`config.mk`:
```
export PLATFORM = sky130hd
export DESIGN_NAME = crc_packet_deframer
export DESIGN_NICKNAME = d
export VERILOG_FILES = /design/src/crcpd_pkg.sv /design/src/crcpd_in_reg.sv /design/src/crcpd_fsm.sv /design/src/crcpd_out_reg.sv /design/src/crc_packet_deframer.sv
export SDC_FILE = /design/constraint.sdc
export NUM_CORES = 1
export LEC_CHECK = 0
export BUFFER_PORTS_ARGS = -buffer_cell sky130_fd_sc_hd__buf_2
export CAP_MARGIN = 20
export CORE_ASPECT_RATIO = 0.6
export CORE_UTILIZATION = 40
export DETAILED_ROUTE_END_ITERATION = 12
export PLACE_DENSITY = 0.55
export REMOVE_ABC_BUFFERS = 1
export SYNTH_ARGS = -nofsm -noshare
export SYNTH_HDL_FRONTEND = slang
export SYNTH_HIERARCHICAL = 1
export SYNTH_SLANG_ARGS = --single-unit
```
`constraint.sdc`:
```
create_clock -name i_clk -period 10.3 [get_ports i_clk]
set_clock_uncertainty 0.05 [all_clocks]
set_input_delay 2.06 -clock i_clk [delete_from_list [all_inputs] [get_ports i_clk]]
set_output_delay 2.06 -clock i_clk [all_outputs]
set_load 0.02 [all_outputs]
```
`src/crcpd_pkg.sv`:
```
// Shared types, constants and the CRC16-CCITT byte update for the packet deframer.
// No dependencies; every other file in src imports this package.
`timescale 1ns / 1ps

package crcpd_pkg;

    localparam int MAX_PAYLOAD_DEF = 1024;

    localparam int BYTE_W   = 8;
    localparam int CRC_W    = 16;
    localparam int FIELD_W  = 16;
    localparam int LEN_W    = 32;
    localparam int OLEN_W   = 11;
    localparam int STATUS_W = 2;

    localparam logic [CRC_W-1:0]  CRC_POLY     = 16'h1021;
    localparam logic [OLEN_W-1:0] LEN_SAT      = 11'd1024;
    localparam logic [3:0]        HEADER_BYTES = 4'd10;
    localparam logic [BYTE_W-1:0] MAGIC_LO     = 8'h55;
    localparam logic [BYTE_W-1:0] MAGIC_HI     = 8'haa;

    // configuration register indexes
    localparam int CFG_ADDR_W = 1;
    localparam int CFG_DATA_W = 16;
    localparam logic [CFG_ADDR_W-1:0] CFG_CRC_INIT = 1'd0;
    localparam logic [CFG_ADDR_W-1:0] CFG_MAX_LEN  = 1'd1;

    localparam logic [CRC_W-1:0]  CRC_INIT_RST = 16'hffff;
    localparam logic [OLEN_W-1:0] MAX_LEN_RST  = 11'd1024;

    // result kinds and frame status codes
    localparam logic KIND_PAYLOAD = 1'b0;
    localparam logic KIND_STATUS  = 1'b1;

    localparam logic [STATUS_W-1:0] ST_OK      = 2'd0;
    localparam logic [STATUS_W-1:0] ST_CRC_ERR = 2'd1;
    localparam logic [STATUS_W-1:0] ST_TOO_BIG = 2'd2;

    typedef enum logic [4:0] {
        PH_HUNT    = 5'b00001,
        PH_HEADER  = 5'b00010,
        PH_PAYLOAD = 5'b00100,
        PH_CRC_LO  = 5'b01000,
        PH_CRC_HI  = 5'b10000
    } t_phase;

    typedef struct packed {
        logic                kind;
        logic [BYTE_W-1:0]   payload_byte;
        logic [STATUS_W-1:0] status;
        logic [FIELD_W-1:0]  total;
        logic [FIELD_W-1:0]  index;
        logic [FIELD_W-1:0]  ptype;
        logic [OLEN_W-1:0]   length;
    } t_result;

    // one byte through CRC16-CCITT, MSB first, not reflected
    function automatic logic [CRC_W-1:0] crc_byte(input logic [CRC_W-1:0] crc_in,
                                                  input logic [BYTE_W-1:0] b);
        logic [CRC_W-1:0] c;
        c = crc_in ^ {b, 8'h00};
        for (int i = 0; i < 8; i++) begin
            c = c[CRC_W-1] ? ({c[CRC_W-2:0], 1'b0} ^ CRC_POLY) : {c[CRC_W-2:0], 1'b0};
        end
        return c;
    endfunction

    // CRC after the four magic bytes 55 55 aa aa
    function automatic logic [CRC_W-1:0] crc_magic(input logic [CRC_W-1:0] init);
        logic [CRC_W-1:0] c;
        c = crc_byte(init, MAGIC_LO);
        c = crc_byte(c, MAGIC_LO);
        c = crc_byte(c, MAGIC_HI);
        c = crc_byte(c, MAGIC_HI);
        return c;
    endfunction

endpackage

```
`src/crcpd_in_reg.sv`:
```
// Input register stage of the packet deframer: holds one received byte.
// Depends on crcpd_pkg.
`timescale 1ns / 1ps

module crcpd_in_reg (
    input  logic                          i_clk,
    input  logic                          i_rst_n,
    input  logic                          i_in_valid,
    output logic                          o_in_ready,
    input  logic [crcpd_pkg::BYTE_W-1:0]  i_rx_byte,
    input  logic                          i_take,
    output logic                          o_valid,
    output logic [crcpd_pkg::BYTE_W-1:0]  o_byte
);
    import crcpd_pkg::*;

    logic              r_valid;
    logic [BYTE_W-1:0] r_byte;

    assign o_in_ready = !r_valid || i_take;
    assign o_valid    = r_valid;
    assign o_byte     = r_byte;

    always_ff @(posedge i_clk) begin
        if (!i_rst_n) begin
            r_valid <= 1'b0;
        end else if (o_in_ready) begin
            r_valid <= i_in_valid;
        end
    end

    always_ff @(posedge i_clk) begin
        if (o_in_ready && i_in_valid) begin
            r_byte <= i_rx_byte;
        end
    end

endmodule

```
`src/crcpd_fsm.sv`:
```
// Frame state machine: magic hunt, header capture with length limit check, payload count and CRC check.
// Handles one byte per step; depends on crcpd_pkg.
`timescale 1ns / 1ps

module crcpd_fsm #(
    parameter int MAX_PAYLOAD = crcpd_pkg::MAX_PAYLOAD_DEF
) (
    input  logic                          i_clk,
    input  logic                          i_rst_n,
    input  logic                          i_step,
    input  logic [crcpd_pkg::BYTE_W-1:0]  i_byte,
    input  logic [crcpd_pkg::CRC_W-1:0]   i_crc_init,
    input  logic [crcpd_pkg::OLEN_W-1:0]  i_max_len,
    output logic                          o_res_valid,
    output crcpd_pkg::t_result            o_res
);
    import crcpd_pkg::*;

    localparam int LIMIT_MAX = (MAX_PAYLOAD < 2047) ? MAX_PAYLOAD : 2047;
    localparam int CNT_W     = $clog2(LIMIT_MAX + 1);

    t_phase             r_phase, n_phase;
    logic [CNT_W-1:0]   r_cnt, n_cnt;
    logic [FIELD_W-1:0] r_total, n_total;
    logic [FIELD_W-1:0] r_index, n_index;
    logic [FIELD_W-1:0] r_ptype, n_ptype;
    logic [LEN_W-1:0]   r_len, n_len;
    logic [CRC_W-1:0]   r_crc, n_crc;
    logic [BYTE_W-1:0]  r_crc_lo, n_crc_lo;

    logic [CRC_W-1:0]   crc_next;
    logic [CNT_W:0]     cnt_inc;
    logic [LEN_W-1:0]   limit;
    logic               is_magic_byte;

    assign crc_next = crc_byte(r_crc, i_byte);
    assign cnt_inc  = {1'b0, r_cnt} + 1'b1;
    assign limit    = (LEN_W'(i_max_len) > LEN_W'(MAX_PAYLOAD)) ? LEN_W'(MAX_PAYLOAD)
                                                                : LEN_W'(i_max_len);
    assign is_magic_byte = (r_cnt[1] ? MAGIC_HI : MAGIC_LO) == i_byte;

    always_comb begin
        n_phase     = r_phase;
        n_cnt       = r_cnt;
        n_total     = r_total;
        n_index     = r_index;
        n_ptype     = r_ptype;
        n_len       = r_len;
        n_crc       = r_crc;
        n_crc_lo    = r_crc_lo;
        o_res_valid = 1'b0;
        o_res.kind         = KIND_STATUS;
        o_res.payload_byte = '0;
        o_res.status       = ST_OK;

        unique case (r_phase)
            PH_HUNT: begin
                // a byte that breaks a partial match may start a new one
                if (is_magic_byte) begin
                    n_cnt = cnt_inc[CNT_W-1:0];
                end else if (i_byte == MAGIC_LO) begin
                    n_cnt = (r_cnt == CNT_W'(2)) ? CNT_W'(2) : CNT_W'(1);
                end else begin
                    n_cnt = '0;
                end
                if (n_cnt == CNT_W'(4)) begin
                    n_crc   = crc_magic(i_crc_init);
                    n_total = '0;
                    n_index = '0;
                    n_ptype = '0;
                    n_len   = '0;
                    n_cnt   = '0;
                    n_phase = PH_HEADER;
                end
            end
            PH_HEADER: begin
                n_crc = crc_next;
                unique case (r_cnt[3:0])
                    4'd0:    n_total[7:0]   = i_byte;
                    4'd1:    n_total[15:8]  = i_byte;
                    4'd2:    n_index[7:0]   = i_byte;
                    4'd3:    n_index[15:8]  = i_byte;
                    4'd4:    n_ptype[7:0]   = i_byte;
                    4'd5:    n_ptype[15:8]  = i_byte;
                    4'd6:    n_len[7:0]     = i_byte;
                    4'd7:    n_len[15:8]    = i_byte;
                    4'd8:    n_len[23:16]   = i_byte;
                    default: n_len[31:24]   = i_byte;
                endcase
                n_cnt = cnt_inc[CNT_W-1:0];
                if (cnt_inc == (CNT_W+1)'(HEADER_BYTES)) begin
                    n_cnt = '0;
                    if (n_len > limit) begin
                        // abort at once, no payload or CRC is read
                        n_phase      = PH_HUNT;
                        o_res_valid  = 1'b1;
                        o_res.status = ST_TOO_BIG;
                    end else if (n_len == '0) begin
                        n_phase = PH_CRC_LO;
                    end else begin
                        n_phase = PH_PAYLOAD;
                    end
                end
            end
            PH_PAYLOAD: begin
                n_crc = crc_next;
                n_cnt = cnt_inc[CNT_W-1:0];
                if (cnt_inc == {1'b0, r_len[CNT_W-1:0]}) begin
                    n_cnt   = '0;
                    n_phase = PH_CRC_LO;
                end
                o_res_valid        = 1'b1;
                o_res.kind         = KIND_PAYLOAD;
                o_res.payload_byte = i_byte;
            end
            PH_CRC_LO: begin
                n_crc_lo = i_byte;
                n_phase  = PH_CRC_HI;
            end
            PH_CRC_HI: begin
                n_phase      = PH_HUNT;
                n_cnt        = '0;
                o_res_valid  = 1'b1;
                o_res.status = ({i_byte, r_crc_lo} == r_crc) ? ST_OK : ST_CRC_ERR;
            end
            default: begin
                n_phase = PH_HUNT;
                n_cnt   = '0;
            end
        endcase

        o_res.total  = n_total;
        o_res.index  = n_index;
        o_res.ptype  = n_ptype;
        o_res.length = (n_len > LEN_W'(LEN_SAT)) ? LEN_SAT : n_len[OLEN_W-1:0];
    end

    always_ff @(posedge i_clk) begin
        if (!i_rst_n) begin
            r_phase  <= PH_HUNT;
            r_cnt    <= '0;
            r_total  <= '0;
            r_index  <= '0;
            r_ptype  <= '0;
            r_len    <= '0;
            r_crc    <= CRC_INIT_RST;
            r_crc_lo <= '0;
        end else if (i_step) begin
            r_phase  <= n_phase;
            r_cnt    <= n_cnt;
            r_total  <= n_total;
            r_index  <= n_index;
            r_ptype  <= n_ptype;
            r_len    <= n_len;
            r_crc    <= n_crc;
            r_crc_lo <= n_crc_lo;
        end
    end

endmodule

```
`src/crcpd_out_reg.sv`:
```
// Result register of the packet deframer: holds one result item until taken.
// Depends on crcpd_pkg.
`timescale 1ns / 1ps

module crcpd_out_reg (
    input  logic                i_clk,
    input  logic                i_rst_n,
    input  logic                i_load,
    input  crcpd_pkg::t_result  i_res,
    output logic                o_free,
    output logic                o_out_valid,
    input  logic                i_out_ready,
    output crcpd_pkg::t_result  o_res
);
    import crcpd_pkg::*;

    logic    r_valid;
    t_result r_res;

    assign o_free      = !r_valid || i_out_ready;
    assign o_out_valid = r_valid;
    assign o_res       = r_res;

    always_ff @(posedge i_clk) begin
        if (!i_rst_n) begin
            r_valid <= 1'b0;
        end else if (o_free) begin
            r_valid <= i_load;
        end
    end

    always_ff @(posedge i_clk) begin
        if (o_free && i_load) begin
            r_res <= i_res;
        end
    end

endmodule

```
`src/crc_packet_deframer.sv`:
```
// Packet deframer with CRC16-CCITT check: input register, frame logic, result register.
// A result item is loaded into the result register when its byte leaves the input register.
// Throughput: one byte per cycle, paced only by the result register being taken.
// Reset (synchronous, active low): hunt for magic, counters and fields cleared,
// registers back to CRC init 0xffff and maximum length 1024.
`timescale 1ns / 1ps

module crc_packet_deframer #(
    parameter int MAX_PAYLOAD = crcpd_pkg::MAX_PAYLOAD_DEF
) (
    input  logic                              i_clk,
    input  logic                              i_rst_n,
    input  logic                              i_cfg_we,
    input  logic [crcpd_pkg::CFG_ADDR_W-1:0]  i_cfg_addr,
    input  logic [crcpd_pkg::CFG_DATA_W-1:0]  i_cfg_data,
    input  logic                              i_in_valid,
    output logic                              o_in_ready,
    input  logic [crcpd_pkg::BYTE_W-1:0]      i_rx_byte,
    output logic                              o_out_valid,
    input  logic                              i_out_ready,
    output logic                              o_result_kind,
    output logic [crcpd_pkg::BYTE_W-1:0]      o_payload_byte,
    output logic [crcpd_pkg::STATUS_W-1:0]    o_frame_status,
    output logic [crcpd_pkg::FIELD_W-1:0]     o_total_packets,
    output logic [crcpd_pkg::FIELD_W-1:0]     o_packet_number,
    output logic [crcpd_pkg::FIELD_W-1:0]     o_packet_kind,
    output logic [crcpd_pkg::OLEN_W-1:0]      o_payload_length
);
    import crcpd_pkg::*;

    logic [CRC_W-1:0]  r_crc_init;
    logic [OLEN_W-1:0] r_max_len;

    logic              byte_valid;
    logic [BYTE_W-1:0] byte_data;
    logic              out_free;
    logic              step;
    logic              res_valid;
    t_result           res;
    t_result           out_res;

    always_ff @(posedge i_clk) begin
        if (!i_rst_n) begin
            r_crc_init <= CRC_INIT_RST;
            r_max_len  <= MAX_LEN_RST;
        end else if (i_cfg_we) begin
            unique case (i_cfg_addr)
                CFG_CRC_INIT: r_crc_init <= i_cfg_data;
                CFG_MAX_LEN:  r_max_len  <= i_cfg_data[OLEN_W-1:0];
                default:      ;
            endcase
        end
    end

    // advance the frame logic only when the result register can take a result
    assign step = byte_valid && out_free;

    crcpd_in_reg u_in_reg (
        .i_clk      (i_clk),
        .i_rst_n    (i_rst_n),
        .i_in_valid (i_in_valid),
        .o_in_ready (o_in_ready),
        .i_rx_byte  (i_rx_byte),
        .i_take     (step),
        .o_valid    (byte_valid),
        .o_byte     (byte_data)
    );

    crcpd_fsm #(
        .MAX_PAYLOAD (MAX_PAYLOAD)
    ) u_fsm (
        .i_clk       (i_clk),
        .i_rst_n     (i_rst_n),
        .i_step      (step),
        .i_byte      (byte_data),
        .i_crc_init  (r_crc_init),
        .i_max_len   (r_max_len),
        .o_res_valid (res_valid),
        .o_res       (res)
    );

    crcpd_out_reg u_out_reg (
        .i_clk       (i_clk),
        .i_rst_n     (i_rst_n),
        .i_load      (step && res_valid),
        .i_res       (res),
        .o_free      (out_free),
        .o_out_valid (o_out_valid),
        .i_out_ready (i_out_ready),
        .o_res       (out_res)
    );

    assign o_result_kind    = out_res.kind;
    assign o_payload_byte   = out_res.payload_byte;
    assign o_frame_status   = out_res.status;
    assign o_total_packets  = out_res.total;
    assign o_packet_number  = out_res.index;
    assign o_packet_kind    = out_res.ptype;
    assign o_payload_length = out_res.length;

endmodule

```
==> Yosys cells after proc, flatten, opt, wreduce, memory -nomap -nowiden <==
Index checks and enable logic that the tools add are counted.
{ "op_classes": {"add_sub_neg": 1, "n_lt_le_gt_ge": 3, "eq_ne": 23, "mux": 88, "bitwise_logic": 47, "n_reduce_logical": 20} }
{ "ops": {"columns": ["cell", "count"], "rows": [
  ["13-bit 2-to-1 mux", 40],
  ["16-bit one-hot mux with 2 select lines", 4],
  ["8-bit 2-to-1 mux", 15],
  ["3-bit NOT", 40],
  ["11-bit 2-to-1 mux", 7],
  ["16-bit 2-to-1 mux", 4],
  ["32-bit one-hot mux with 2 select lines", 1],
  ["11-bit one-hot mux with 4 select lines", 1],
  ["32-bit by 11-bit greater-than comparator with 1-bit output (second input constant)", 1],
  ["32-bit greater-than comparator", 1],
  ["32-bit zero test", 1],
  ["32-bit 2-to-1 mux", 1],
  ["5-bit one-hot mux with 4 select lines", 1],
  ["16-bit == test", 1],
  ["4-bit by 3-bit == test with 1-bit output (second input constant)", 4],
  ["4-bit NOT", 4],
  ["16-bit XOR", 1],
  ["5-bit 2-to-1 mux", 3],
  ["11-bit by 1-bit adder with 12-bit output (second input constant)", 1],
  ["12-bit by 11-bit == test with 1-bit output", 1],
  ["12-bit by 4-bit == test with 1-bit output (second input constant)", 1],
  ["11-bit by 2-bit == test with 1-bit output (second input constant)", 1],
  ["11-bit by 3-bit == test with 1-bit output (second input constant)", 1],
  ["11-bit greater-than comparator (second input constant)", 1],
  ["28 further kinds", 46]
]} }
{ "word_totals": {"register_bits": 227, "in_bits": 30, "word_cells": 202} }

==> Logic depth before layout (Yosys ltp) <==
{ "depth": {"word_depth": 68, "ltp_mapped": 17, "mapped_depth_nobuf": 16} }

==> By module <==
Netlist, hierarchy kept.
{ "by_module_without_submodules": {"columns": ["module", "n_inst", "cells_each", "area_per_inst_um2"], "rows": [
  ["crcpd_fsm", 1, 1001, 8049.0],
  ["crcpd_out_reg", 1, 75, 2159.6],
  ["crc_packet_deframer", 1, 125, 1212.4],
  ["crcpd_in_reg", 1, 13, 297.8]
]} }

==> Worst setup path after synthesis <==
No wires, ideal clock.
{ "synth_timing": {"path_kind": "input port to output port", "startpoint": "in i_out_ready", "endpoint": "out o_in_ready", "t_arrival_ns": 2.506, "t_required_ns": 8.190, "setup_slack_ns": 5.684, "stages": 3, "cell_sequence": "nand2b_4 > and2_1 > nand2b_4"} }
{ "synth_between": {"elab_chain_cells": 3} }
{ "synth_lines": {"columns": ["element", "line", "source"], "rows": [
  ["start: declaration", "crc_packet_deframer.sv:20", "input logic i_out_ready,"],
  ["1-bit logical OR", "crcpd_out_reg.sv:20", "assign o_free = !r_valid || i_out_ready;"],
  ["1-bit logical AND", "crc_packet_deframer.sv:56", "assign step = byte_valid && out_free;"],
  ["via step", "crc_packet_deframer.sv:37", "logic step;"],
  ["1-bit logical OR", "crcpd_in_reg.sv:20", "assign o_in_ready = !r_valid || i_take;"],
  ["end: declaration", "crc_packet_deframer.sv:17", "output logic o_in_ready,"]
]} }
The timed path passes the listed nets, and every way through them passes these cells.

==> Worst setup path in the final report <==
{ "layout_timing": {"startpoint": "reg u_fsm.r_cnt[0]", "endpoint": "reg u_out_reg.r_res, in the netlist u_out_reg/o_res[62], enable pin"} }
{ "layout_between": {"elab_chain_cells": 10, "elab_cells_between_ends": 26, "cone_classes": "1 x add/sub; 1 x order compare; 9 x eq/ne; 11 x mux; 4 x reduce/logical"} }
{ "layout_lines": {"columns": ["element", "line", "source"], "rows": [
  ["start: declaration", "crcpd_fsm.sv:23", "logic [CNT_W-1:0] r_cnt, n_cnt;"],
  ["start signal: assignment", "crcpd_fsm.sv:150", "r_cnt <= n_cnt;"],
  ["4-bit by 1-bit == test with 1-bit output (tied with other cells)", "crcpd_fsm.sv:78", "unique case (r_cnt[3:0])"],
  ["9-bit OR reduction (no source line)", null, null],
  ["8-bit 2-to-1 mux", "crcpd_fsm.sv:78", null],
  ["8-bit 2-to-1 mux", "crcpd_fsm.sv:56", "unique case (r_phase)"],
  ["32-bit greater-than comparator", "crcpd_fsm.sv:93", "if (n_len > limit) begin"],
  ["1-bit 2-to-1 mux", "crcpd_fsm.sv:93", null],
  ["1-bit 2-to-1 mux *", "crcpd_fsm.sv:91", "if (cnt_inc == (CNT_W+1)'(HEADER_BYTES)) begin"],
  ["1-bit one-hot mux with 2 select lines *", "crcpd_fsm.sv:56", null],
  ["via res_valid", "crc_packet_deframer.sv:38", "logic res_valid;"],
  ["1-bit logical AND *", "crc_packet_deframer.sv:85", ".i_load (step && res_valid),"],
  ["1-bit logical AND *", "crcpd_out_reg.sv:33", "if (o_free && i_load) begin"],
  ["end signal: assignment", "crcpd_out_reg.sv:34", "r_res <= i_res;"],
  ["end: declaration", "crcpd_out_reg.sv:18", "t_result r_res;"]
]} }
The timed path passes the listed nets; every way through them passes the cells marked *. The select of a mux whose other input is x is not followed.
A chain may end at the register's enable or synchronous reset.

==> results.py <==
metrics = {
    "routing": {
        "drt_pass1_iterations": 5,
        "drc": 0,
        "wl_per_cell_um": 19.51,
        "wl_um": 32130,
        "vias": 9347,
        "drt_iter0_drc": 648,
        "avgViaCountPerCell": 5.675,
        "ant_nets": 0,
    },
    "clock_tree": {
        "cts-root-buf": "clkbuf_16",
        "clockBufferDepth": 3,
        "cts_resized": 0,
        "cts_sinks": 227,
        "h-tree-depth": 1,
        "ctsHoldBuffers": 0,
        "cts_tree": "done",
        "post_cts_buffers": 0,
        "clkTransAtPathRegs_ns": 0.06,
        "cts_made_buffers": 23,
        "clk_latency_ns": 0.53,
    },
    "floorplanning": {
        "rows": 48,
        "core-area_mm2": 0.02877,
        "start_util_pct": 40.74,
        "ios": 102,
        "die_area_mm2": 0.03001,
        "die_x_um": 223.0,
        "die_h_um": 134.6,
    },
    "final_layout": {
        "final_cell_mix": "dfxtp_1 (149), nor2_1 (149), buf_2 (101)",
        "diodes": 0,
        "drive_gt1_share_pct": 16.98,
        "area_growth_pct": 12.13,
        "fin_nets": 1301,
        "fin_area_mm2": 0.01314,
        "final_cell_count_no_fill": 1647,
    },
    "worst_setup_path": {
        "crit_family": "simple AND/OR/NAND/NOR gates",
        "critPathMaxFanout": 68,
        "slowest_stage": "buf_4",
        "crit_type": "reg -> reg",
        "cp-end-kind": "flop",
        "cp.required_ns": 10.40,
        "start_kind": "flop",
        "cpMostUsedCell": "ha_1",
        "crit_chain": "ha_1 > nand3b_1 > mux2i_1 > inv_1 > ha_1 > and4_1 > nand4_1 > o22ai_1 > a31oi_1 > and4bb_2 > nor4_1 > a21o_1 > and3_1 > and2_4 > buf_4",
        "crit_arrival_ns": 5.68,
        "cp_num_buf_inv": 2,
        "slowest_delay_ns": 0.63,
    },
    "sta": {
        "period_share_pct": 54.19,
        "slew-limit-headroom_pct": 27.78,
        "rsz0062_at_grt": "no",
        "finalSetupTns_ns": 0,
        "post-route-min-period_ns": 5.581,
        "tightest_slew_ns": 1.083,
        "finalMaxSlewViolations": 0,
        "final_hold_viol_count": 0,
        "fin_ws_ns": 4.719,
        "max_freq_ghz": 0.1792,
        "setup_viol": 0,
    },
    "global_routing": {
        "overflow": 0,
        "grt_pass1_wl_um": 50870,
        "antenna_found_initial": 0,
        "grt_max_degree": 95,
        "grt_pass1_vias": 8794,
        "grt_usage_pct": 21.47,
    },
    "synthesis": {
        "synthTopCellsByArea": "dfxtp_1 (25%), edfxtp_1 (20%), xnor2_1 (5.2%)",
        "ys_ff_latch": 227,
        "netlist_area_mm2": 0.01172,
        "async_flop_share_pct": 0,
        "synth_top_area_share_pct": 25.45,
        "yosysWarnings": 6,
        "seq_area_frac_synth_pct": 45.44,
        "synth_edf_count": 78,
        "synthCells": 1214,
        "syn-mean-instance-area_um2": 9.653,
        "synthDistinctLibCells": 75,
        "yosysTopAreaCell": "dfxtp_1",
        "synth-main-ff-cell": "dfxtp_1",
    },
    "power": {
        "p_switching_uw": 517.0,
        "pwr_density_cell_mw_per_mm2": 155.5,
        "combinationalPowerShare_pct": 11.6,
        "ir_drop_mv": 0.1040,
        "pwr-share-seq_pct": 46.2,
        "p_int_mw": 1.526,
        "power.leakage_nw": 4.971,
        "p_clk_share_pct": 42.3,
        "switching_share_pct": 25.30,
    },
    "hold_path": {
        "hold_path.class": "reg -> reg",
    },
    "job": {
        "maxCapViolations": 0,
    },
    "placed_design": {
        "routabilityCongestion": 0.8992,
        "place_area_mm2": 0.01237,
        "io_buffers": 101,
        "place_ws_ns": 4.884,
        "hpwl_um": 21540,
        "dp.cells": 1604,
    },
    "run_status": {
        "status": "finished clean",
    },
}
-- through the flow --
step	utilization [%]	hold slack (ns)	power [mW]
after CTS	45.66	0.4109	2.069
after global routing	45.68	0.4245	2.122
after detailed placement	43.02	0.4026	1.198
after floorplan	-	0.3814	1.126
after global placement	43.02	0.3972	1.196
final	45.68	0.4110	2.043
-- layer usage --
layer / global-route usage [%] / share of wire [%]
met5: 0 / 0
met4: 3.793 / 1.6
met3: 4.809 / 6.9
met2: 28.49 / 38
met1: 34.61 / 54
-- state kept, by name, indices dropped and copies added (netlist names) --
name and cells:
u_fsm/r_crc_lo 8, u_fsm/r_cnt 11, u_fsm/r_len 32, u_in_reg/o_valid 1, u_fsm/r_total 16, u_out_reg/o_res 70
u_fsm/r_crc 16, u_fsm/r_ptype 16, u_fsm/r_phase 5, r_crc_init 16, u_out_reg/o_out_valid 1, u_fsm/r_index 16
r_max_len 11, u_in_reg/o_byte 8
-- cell families (layout without fill, tap and decap cells) --
| family | Yosys count | after routing | share of synthesized area (%) |
|---|---|---|---|
| compound gates | 277 | 277 | 18.52 |
| xor+xnor | 111 | 111 | 8.531 |
| fa+ha+maj | 16 | 16 | 1.708 |
| buf+inv | 139 | 197 | 5.061 |
| flops | 227 | 227 | 45.44 |
| mux | 32 | 32 | 2.851 |
| simple gates | 412 | 412 | 17.88 |
-- cell type report --
cell class	count	area (um^2)
clock buffers	32	630.6
clock inverters	10	130.1
fillers	2757	15630
inverters	35	131.4
multi-input cells	848	5808
flip-flops and latches	227	5325
well taps	375	469.2
repair buffers	120	645.6
-- power groups by stage --
stage / Sequential, mW / Combinational (mW) / Clock [mW]
6_report: 0.943 / 0.236 / 0.864
4_1_cts: 0.943 / 0.237 / 0.890
5_1_grt: 0.944 / 0.260 / 0.919
3_3_place_gp: 0.962 / 0.234 / 0
2_1_floorplan: 0.965 / 0.161 / 0
3_5_place_dp: 0.963 / 0.235 / 0
-- worst paths after layout --
check | startpoint | to | slack (ns) | depth (start not counted)
worst max-delay path | u_fsm/r_cnt[0]$_SDFFE_PN0P_ | u_out_reg/o_res[62]$_DFFE_PP_ | 4.72 | 15
worst min-delay path | r_max_len[7]$_SDFFE_PN0P_ | r_max_len[7]$_SDFFE_PN0P_ | 0.41 | 2
worst max register to register | u_fsm/r_cnt[0]$_SDFFE_PN0P_ | u_out_reg/o_res[62]$_DFFE_PP_ | 4.72 | 15
worst min register to register | r_max_len[7]$_SDFFE_PN0P_ | r_max_len[7]$_SDFFE_PN0P_ | 0.41 | 2
-- tightest hold or removal path, cell delays in order (launching register included) --
cell and delay (ns):
dfxtp_1 0.31, nand2_1 0.07, o21ai_2 0.04
-- synth_stat cells (all sizes together) (4+ instances only) --
| cell type | count |
|---|---|
| inv | 34 |
| and4 | 4 |
| mux2 | 8 |
| a31oi | 8 |
| and3 | 12 |
| o31ai | 5 |
| buf | 32 |
| nand3b | 19 |
| nor4 | 14 |
| a211oi | 7 |
| nor2 | 150 |
| or3 | 6 |
| xnor2 | 69 |
| a21oi | 25 |
| nor3b | 7 |
| or4 | 4 |
| o21a | 5 |
| mux2i | 24 |
| edfxtp | 78 |
| clkbuf | 72 |
| o211ai | 28 |
| nand3 | 31 |
| o22ai | 8 |
| nor3 | 23 |
| nand4 | 22 |
| dfxtp | 149 |
| a22o | 49 |
| a22oi | 36 |
| nor2b | 8 |
| and2 | 23 |
| a32oi | 40 |
| nand2 | 76 |
| o21ai | 49 |
| nand2b | 5 |
| ha | 16 |
| xor2 | 40 |
(Power assumes the default switching activity.)
